### src/hdl/jagged_row_store_insert_delete_macros.svh
// ----------------------------------------------------------------------------
// Assertion macros for the jagged row store
// Shared property forms; each use expects clk and rst in scope.
// ----------------------------------------------------------------------------
`ifndef JAGGED_ROW_STORE_INSERT_DELETE_MACROS_SVH
`define JAGGED_ROW_STORE_INSERT_DELETE_MACROS_SVH

// Same-cycle implication, disabled in reset.
`define JRS_ASSERT_NOW(label, ante, cons) \
  label: assert property (@(posedge clk) disable iff (rst) (ante) |-> (cons)) \
    else $error("jrs assertion failed");

// Next-cycle implication, disabled in reset.
`define JRS_ASSERT_NEXT(label, ante, cons) \
  label: assert property (@(posedge clk) disable iff (rst) (ante) |=> (cons)) \
    else $error("jrs assertion failed");

`endif

### src/hdl/jrs_pkg.sv
// ----------------------------------------------------------------------------
// jrs_pkg
// Sizes, codes and controller/datapath command types of the jagged row store.
// ----------------------------------------------------------------------------
`timescale 1ns / 1ps

package jrs_pkg;

  localparam int ROWS = 64;
  localparam int COLS = 64;

  // fixed field widths
  localparam int KIND_W = 2;
  localparam int ROW_W  = 7;
  localparam int COL_W  = 6;
  localparam int CHAR_W = 8;
  localparam int STAT_W = 2;
  localparam int OLEN_W = 7;

  // derived sizes; one spare physical slot holds the row being built
  localparam int SLOTS      = ROWS + 1;
  localparam int CNT_W      = $clog2(ROWS + 1);
  localparam int IDX_W      = $clog2(ROWS);
  localparam int SLOT_W     = $clog2(SLOTS);
  localparam int PLEN_W     = $clog2(COLS + 1);
  localparam int CELL_DEPTH = SLOTS * COLS;
  localparam int CELL_AW    = $clog2(CELL_DEPTH);
  localparam int CMP_W      = (CNT_W > ROW_W) ? CNT_W : ROW_W;
  localparam int CCMP_W     = (PLEN_W > COL_W) ? PLEN_W : COL_W;

  localparam logic [STAT_W-1:0] ST_DONE    = 2'd0;
  localparam logic [STAT_W-1:0] ST_PENDING = 2'd1;
  localparam logic [STAT_W-1:0] ST_REJECT  = 2'd2;

  typedef enum logic [KIND_W-1:0] {
    KIND_CHAR   = 2'd0,
    KIND_DELETE = 2'd1,
    KIND_READ   = 2'd2,
    KIND_CLEAR  = 2'd3
  } kind_t;

  // row map read selection
  typedef enum logic [2:0] {
    MR_NONE  = 3'd0,
    MR_COUNT = 3'd1,
    MR_ROW   = 3'd2,
    MR_UP    = 3'd3,
    MR_DOWN  = 3'd4
  } map_rsel_t;

  typedef enum logic [2:0] {
    RES_NONE    = 3'd0,
    RES_PENDING = 3'd1,
    RES_DONE    = 3'd2,
    RES_REJECT  = 3'd3,
    RES_READ    = 3'd4
  } res_sel_t;

  typedef struct packed {
    logic      latch;
    logic      append;
    logic      pend_reset;
    logic      len_wr;
    map_rsel_t map_rsel;
    logic      free_cap;
    logic      save_cap;
    logic      ins_put;
    logic      del_put;
    logic      clear;
    logic      data_rd;
    res_sel_t  res_sel;
    logic      load_out;
  } cmd_t;

  typedef struct packed {
    kind_t kind;
    logic  last;
    logic  ins_ok;
    logic  row_ok;
    logic  up_more;
    logic  down_more;
    logic  out_free;
  } sts_t;

endpackage

### src/hdl/jrs_ctrl.sv
// ----------------------------------------------------------------------------
// jrs_ctrl
// Sequencer of the jagged row store: decodes an item, steps row map moves.
// ----------------------------------------------------------------------------
`timescale 1ns / 1ps

module jrs_ctrl (
  input  logic           clk,
  input  logic           rst,
  input  logic           item_valid,
  output logic           item_ready,
  input  jrs_pkg::sts_t  sts,
  output jrs_pkg::cmd_t  cmd
);

  typedef enum logic [10:0] {
    S_IDLE      = 11'b000_0000_0001,
    S_DECODE    = 11'b000_0000_0010,
    S_INS_FREE  = 11'b000_0000_0100,
    S_INS_SHIFT = 11'b000_0000_1000,
    S_INS_PUT   = 11'b000_0001_0000,
    S_DEL_SAVE  = 11'b000_0010_0000,
    S_DEL_SHIFT = 11'b000_0100_0000,
    S_DEL_PUT   = 11'b000_1000_0000,
    S_RD_MAP    = 11'b001_0000_0000,
    S_RD_DATA   = 11'b010_0000_0000,
    S_OUT       = 11'b100_0000_0000
  } state_t;

  state_t state;
  state_t state_next;

  assign item_ready = (state == S_IDLE);

  always_ff @(posedge clk) begin
    if (rst) begin
      state <= S_IDLE;
    end else begin
      state <= state_next;
    end
  end

  always_comb begin
    cmd        = '0;
    state_next = state;
    case (state)
      S_IDLE: begin
        if (item_valid) begin
          cmd.latch  = 1'b1;
          state_next = S_DECODE;
        end
      end
      S_DECODE: begin
        case (sts.kind)
          jrs_pkg::KIND_CHAR: begin
            cmd.append = 1'b1;
            if (!sts.last) begin
              cmd.res_sel = jrs_pkg::RES_PENDING;
              state_next  = S_OUT;
            end else if (sts.ins_ok) begin
              cmd.pend_reset = 1'b1;
              cmd.len_wr     = 1'b1;
              cmd.map_rsel   = jrs_pkg::MR_COUNT;
              state_next     = S_INS_FREE;
            end else begin
              cmd.pend_reset = 1'b1;
              cmd.res_sel    = jrs_pkg::RES_REJECT;
              state_next     = S_OUT;
            end
          end
          jrs_pkg::KIND_DELETE: begin
            if (sts.row_ok) begin
              cmd.map_rsel = jrs_pkg::MR_ROW;
              state_next   = S_DEL_SAVE;
            end else begin
              cmd.res_sel = jrs_pkg::RES_REJECT;
              state_next  = S_OUT;
            end
          end
          jrs_pkg::KIND_READ: begin
            if (sts.row_ok) begin
              cmd.map_rsel = jrs_pkg::MR_ROW;
              state_next   = S_RD_MAP;
            end else begin
              cmd.res_sel = jrs_pkg::RES_REJECT;
              state_next  = S_OUT;
            end
          end
          jrs_pkg::KIND_CLEAR: begin
            cmd.clear   = 1'b1;
            cmd.res_sel = jrs_pkg::RES_DONE;
            state_next  = S_OUT;
          end
          default: begin
            state_next = S_IDLE;
          end
        endcase
      end
      S_INS_FREE: begin
        cmd.free_cap = 1'b1;
        state_next   = S_INS_SHIFT;
      end
      S_INS_SHIFT: begin
        // one map entry moves up per cycle
        if (sts.up_more) begin
          cmd.map_rsel = jrs_pkg::MR_UP;
        end else begin
          state_next = S_INS_PUT;
        end
      end
      S_INS_PUT: begin
        cmd.ins_put = 1'b1;
        cmd.res_sel = jrs_pkg::RES_DONE;
        state_next  = S_OUT;
      end
      S_DEL_SAVE: begin
        cmd.save_cap = 1'b1;
        state_next   = S_DEL_SHIFT;
      end
      S_DEL_SHIFT: begin
        if (sts.down_more) begin
          cmd.map_rsel = jrs_pkg::MR_DOWN;
        end else begin
          state_next = S_DEL_PUT;
        end
      end
      S_DEL_PUT: begin
        cmd.del_put = 1'b1;
        cmd.res_sel = jrs_pkg::RES_DONE;
        state_next  = S_OUT;
      end
      S_RD_MAP: begin
        cmd.data_rd = 1'b1;
        state_next  = S_RD_DATA;
      end
      S_RD_DATA: begin
        cmd.res_sel = jrs_pkg::RES_READ;
        state_next  = S_OUT;
      end
      S_OUT: begin
        // hold the result until the output register frees up
        if (sts.out_free) begin
          cmd.load_out = 1'b1;
          state_next   = S_IDLE;
        end
      end
      default: begin
        state_next = S_IDLE;
      end
    endcase
  end

endmodule

### config.mk
export PLATFORM = sky130hd
export DESIGN_NAME = jrs_ctrl
export DESIGN_NICKNAME = d
export VERILOG_FILES = /design/src/hdl/jagged_row_store_insert_delete_macros.svh /design/src/hdl/jrs_pkg.sv /design/src/hdl/jrs_ctrl.sv
export SDC_FILE = /design/constraint.sdc
export NUM_CORES = 1
export LEC_CHECK = 0
export BUFFER_PORTS_ARGS = -buffer_cell sky130_fd_sc_hd__buf_4
export CAP_MARGIN = 20
export CORE_AREA = 2 2 45 47
export DETAILED_ROUTE_END_ITERATION = 10
export DIE_AREA = 0 0 47 49
export HOLD_SLACK_MARGIN = 0.03
export PLACE_DENSITY = 0.79
export SLEW_MARGIN = 15
export SYNTH_ARGS = -nofsm -noshare
export SYNTH_HDL_FRONTEND = slang
export SYNTH_SLANG_ARGS = --single-unit
export TNS_END_PERCENT = 1
### constraint.sdc
create_clock -name clk -period 4.85 [get_ports clk]
set_clock_uncertainty 0.1 [all_clocks]
set_input_delay 0.485 -clock clk [delete_from_list [all_inputs] [get_ports clk]]
set_output_delay 0.485 -clock clk [all_outputs]
set_load 0.01 [all_outputs]
==> summary.txt <==
Outcome
  • Status: complete, no violations

Clock network
  • Reg clk slew, reported paths: 0.07 ns
  • Gates resized, CTS repair: 0
  • H-Tree Depth: 1
  • CTS max path bufs: 2
  • Num CTS Buffers: 3
  • Hold Buf Count CTS: 0
  • CTS root buf: clkbuf_4
  • Post-CTS Repair Setup Buffers: 0
  • Clock sink total: 11
  • CTS tree: done
  • Later-pin clock latency in the skew report: 0.27 ns

Final layout
  • Nets@finish: 159
  • Layout area overhead: 26.81%
  • Fillers: 172
  • Max FFs per register: 11
  • Reg with most FFs: state
  • Proportion of layout cells with a drive suffix above 1: around 28%
  • Multi-input gate area: 623.1 sq um
  • N_diodes: 0
  • Design area: 1160 sq um
  • Regs by FF count: state: 11 flops
  • Seq. cell area: 220.2 sq um

Yosys
  • Mapped Avg Cell Area: 8.094 sq um
  • Xor-xnor portion of the synthesized cell area: 3.830%
  • Post-synth cell types: 38
  • Fraction of the mapped netlist area in simple logic gates: 42.41%
  • Synth top area share: 24.08%
  • Most common cell in the synthesized netlist: nor2_1
  • Warnings from Yosys: 0
  • Post-synth EDFFs: 0
  • Synth Cell Area: 914.6 sq um
  • Post-synthesis mux area share: 1.094%
  • Compound-gate portion of the synthesized area: between 10 and 15%
  • Seq/Total Area, Yosys: 24.08%
  • Seq cells post-synth: 11
  • Commonest cells in the netlist: 14 x nor2_1, 11 x dfxtp_1, 11 x inv_1
  • Post-synth ARST share: 0%
  • Synth top area cells: dfxtp_1 24%, ha_1 8.2%, nor2_1 5.7%
  • Synth area leader: dfxtp_1
  • Largest family of logic cells by synthesized area: simple AND/OR/NAND/NOR gates
  • Post-synthesis adder-cell area fraction: 8.208%
  • Syn nets: 130
  • Most used DFF post-synth: dfxtp_1
  • Post-Syn Instances: 113

Routing
  • Total Routed Length: 2253 um
  • Initial detailed-routing violation count: 21
  • Remaining DRCs: 0
  • Final antenna-violating net count: 0
  • Vias per cell: around 5.6
  • Avg WL per Cell: about 13 um
  • Number of detailed-routing iterations run before antenna repair: 4
  • Via count: slightly above 900

Global route
  • GRT Resource Usage Total: 22.44%
  • Initial antenna violation count: 0
  • Largest net degree at the start of global routing: 12
  • Vias in the first global route: 871
  • First-pass GRT wire length: roughly 3800 um
  • Total global routing overflow: 0

Setup path
  • Setup Crit Path Kind: reg2out
  • Worst path max stage delay: 0.58 ns
  • Delay-heaviest family, CP: simple AND/OR/NAND/NOR gates
  • Arrival time worst endpoint: 2.12 ns
  • Crit. End Element: primary output
  • Worst path slowest cell: nor3_1
  • Worst Path Required: 4.26 ns
  • Critical path peak fanout: 7
  • Internal reg-to-reg setup slack: 2.88 ns
  • Crit path buf inv count: 2
  • Crit start category: register
  • Worst-path cell chain: nor3_1 -> clkbuf_2 -> nand3_2 -> o31ai_1 -> buf_4

Place
  • Global placement routability congestion: 0.8182
  • Cell Area, Placed: 1129 sq um
  • Port buffer count: 28
  • Post-detail-place hpwl: 1765 um

Power and ir drop
  • Leak Pwr: 0.5447 nW
  • Power density cells: 261.8 nW/um^2
  • Worst vdd ir: 151.0 uV
  • Final Total Pwr: ~0.30 mW

STA
  • Period utilization: 55.76%
  • Unrepaired setup endpoints after global routing: no
  • Max-slew violations: 0
  • Tmin final: about 2.7 ns
  • Slew headroom: 55.20%
  • Measured slew at the worst slew-check pin: around 0.67 ns
  • Max Fclk: between 0.3 and 0.4 GHz
  • Final setup TNS: 0 ns
  • Final setup viols: 0
  • Final hold vios: 0

Floorplanning
  • Die Ht: around 50 um
  • Horiz. Die Dim: about 47 um
  • I/O Pins: 29
  • DIE AREA: 2303 sq um
  • Initial Util: 49.66%
  • Core area: 1842 sq um
  • Rows: 16

Worst hold path
  • Hold Crit Class: in2reg

Job
  • Max cap viols: 0
==> power by group <==
group          switching [mW]  internal, mW  leakage, nW
clock network          0.0328        0.0319       0.0150
registers              0.0175        0.0972       0.0891
logic                  0.0668        0.0575        0.441
==> per-layer routing <==
| layer | global-route usage (%) | share of wire (%) | vias up |
|---|---|---|---|
| li1 | - | - | 461 |
| met1 | 26.82 | 39 | 434 |
| met2 | 37.90 | 54 | 36 |
| met3 | 5.185 | 6.3 | 2 |
| met4 | 7.407 | 0.75 | 0 |
| met5 | 0 | 0 | - |
==> metrics by stage <==
step | utilization (%) | hold slack, ns | std cells | setup slack, ns
6_report | 62.98 | 0.2782 | 168 | 2.146
5_1_grt | 62.98 | 0.2872 | 168 | 2.018
4_1_cts | 62.70 | 0.2760 | 167 | 1.919
3_5_place_dp | 61.28 | 0.4325 | 163 | 2.257
3_3_place_gp | 61.28 | 0.4172 | 163 | 2.321
2_1_floorplan | - | 0.3872 | 113 | 2.779
==> cells in the final DEF, fill, tap and decap left out, types with 4 or more instances in the layout <==
cell / netlist / layout
xor2_1: 4 / 4
inv_1: 11 / 11
ha_1: 6 / 6
nand3_1: 4 / 4
nand2b_1: 4 / 4
dfxtp_1: 11 / 11
buf_4: 0 / 28
nand4_1: 7 / 7
nor2_1: 14 / 14
nor3_1: 9 / 9
==> worst paths after layout <==
path	endpoint	depth (start not counted)	startpoint
worst max-delay path	cmd[11]	5	state[10]$_SDFFE_PP0P_
worst max register to register	state[4]$_SDFFE_PP0P_	5	state[10]$_SDFFE_PP0P_
worst min-delay path	state[7]$_SDFFE_PP0P_	2	sts[1]
worst min register to register	state[9]$_SDFFE_PP0P_	2	state[8]$_SDFFE_PP0P_
==> area by class of cell <==
cell class | instances | share of cell area [%]
flip-flops and latches | 11 | 18.99
well taps | 27 | 2.913
multi-input cells | 86 | 53.72
repair buffers | 29 | 18.55
clock buffers | 4 | 2.265
inverters | 11 | 3.560
==> kinds of logic after synthesis <==
logic type / count (synthesis)
simple gates: 62
mux: 1
buf+inv: 16
fa+ha+maj: 6
compound gates: 13
xor+xnor: 4
flops: 11
==> worst reg2reg max path, cell delays in order, from the launching register on <==
cell	delay (ns)
dfxtp_1	0.35
nor3_1	0.58
clkbuf_2	0.29
nand4_1	0.24
o311ai_4	0.18
nor4_1	0.11
Note: power is estimated with default switching activity, not from simulation.
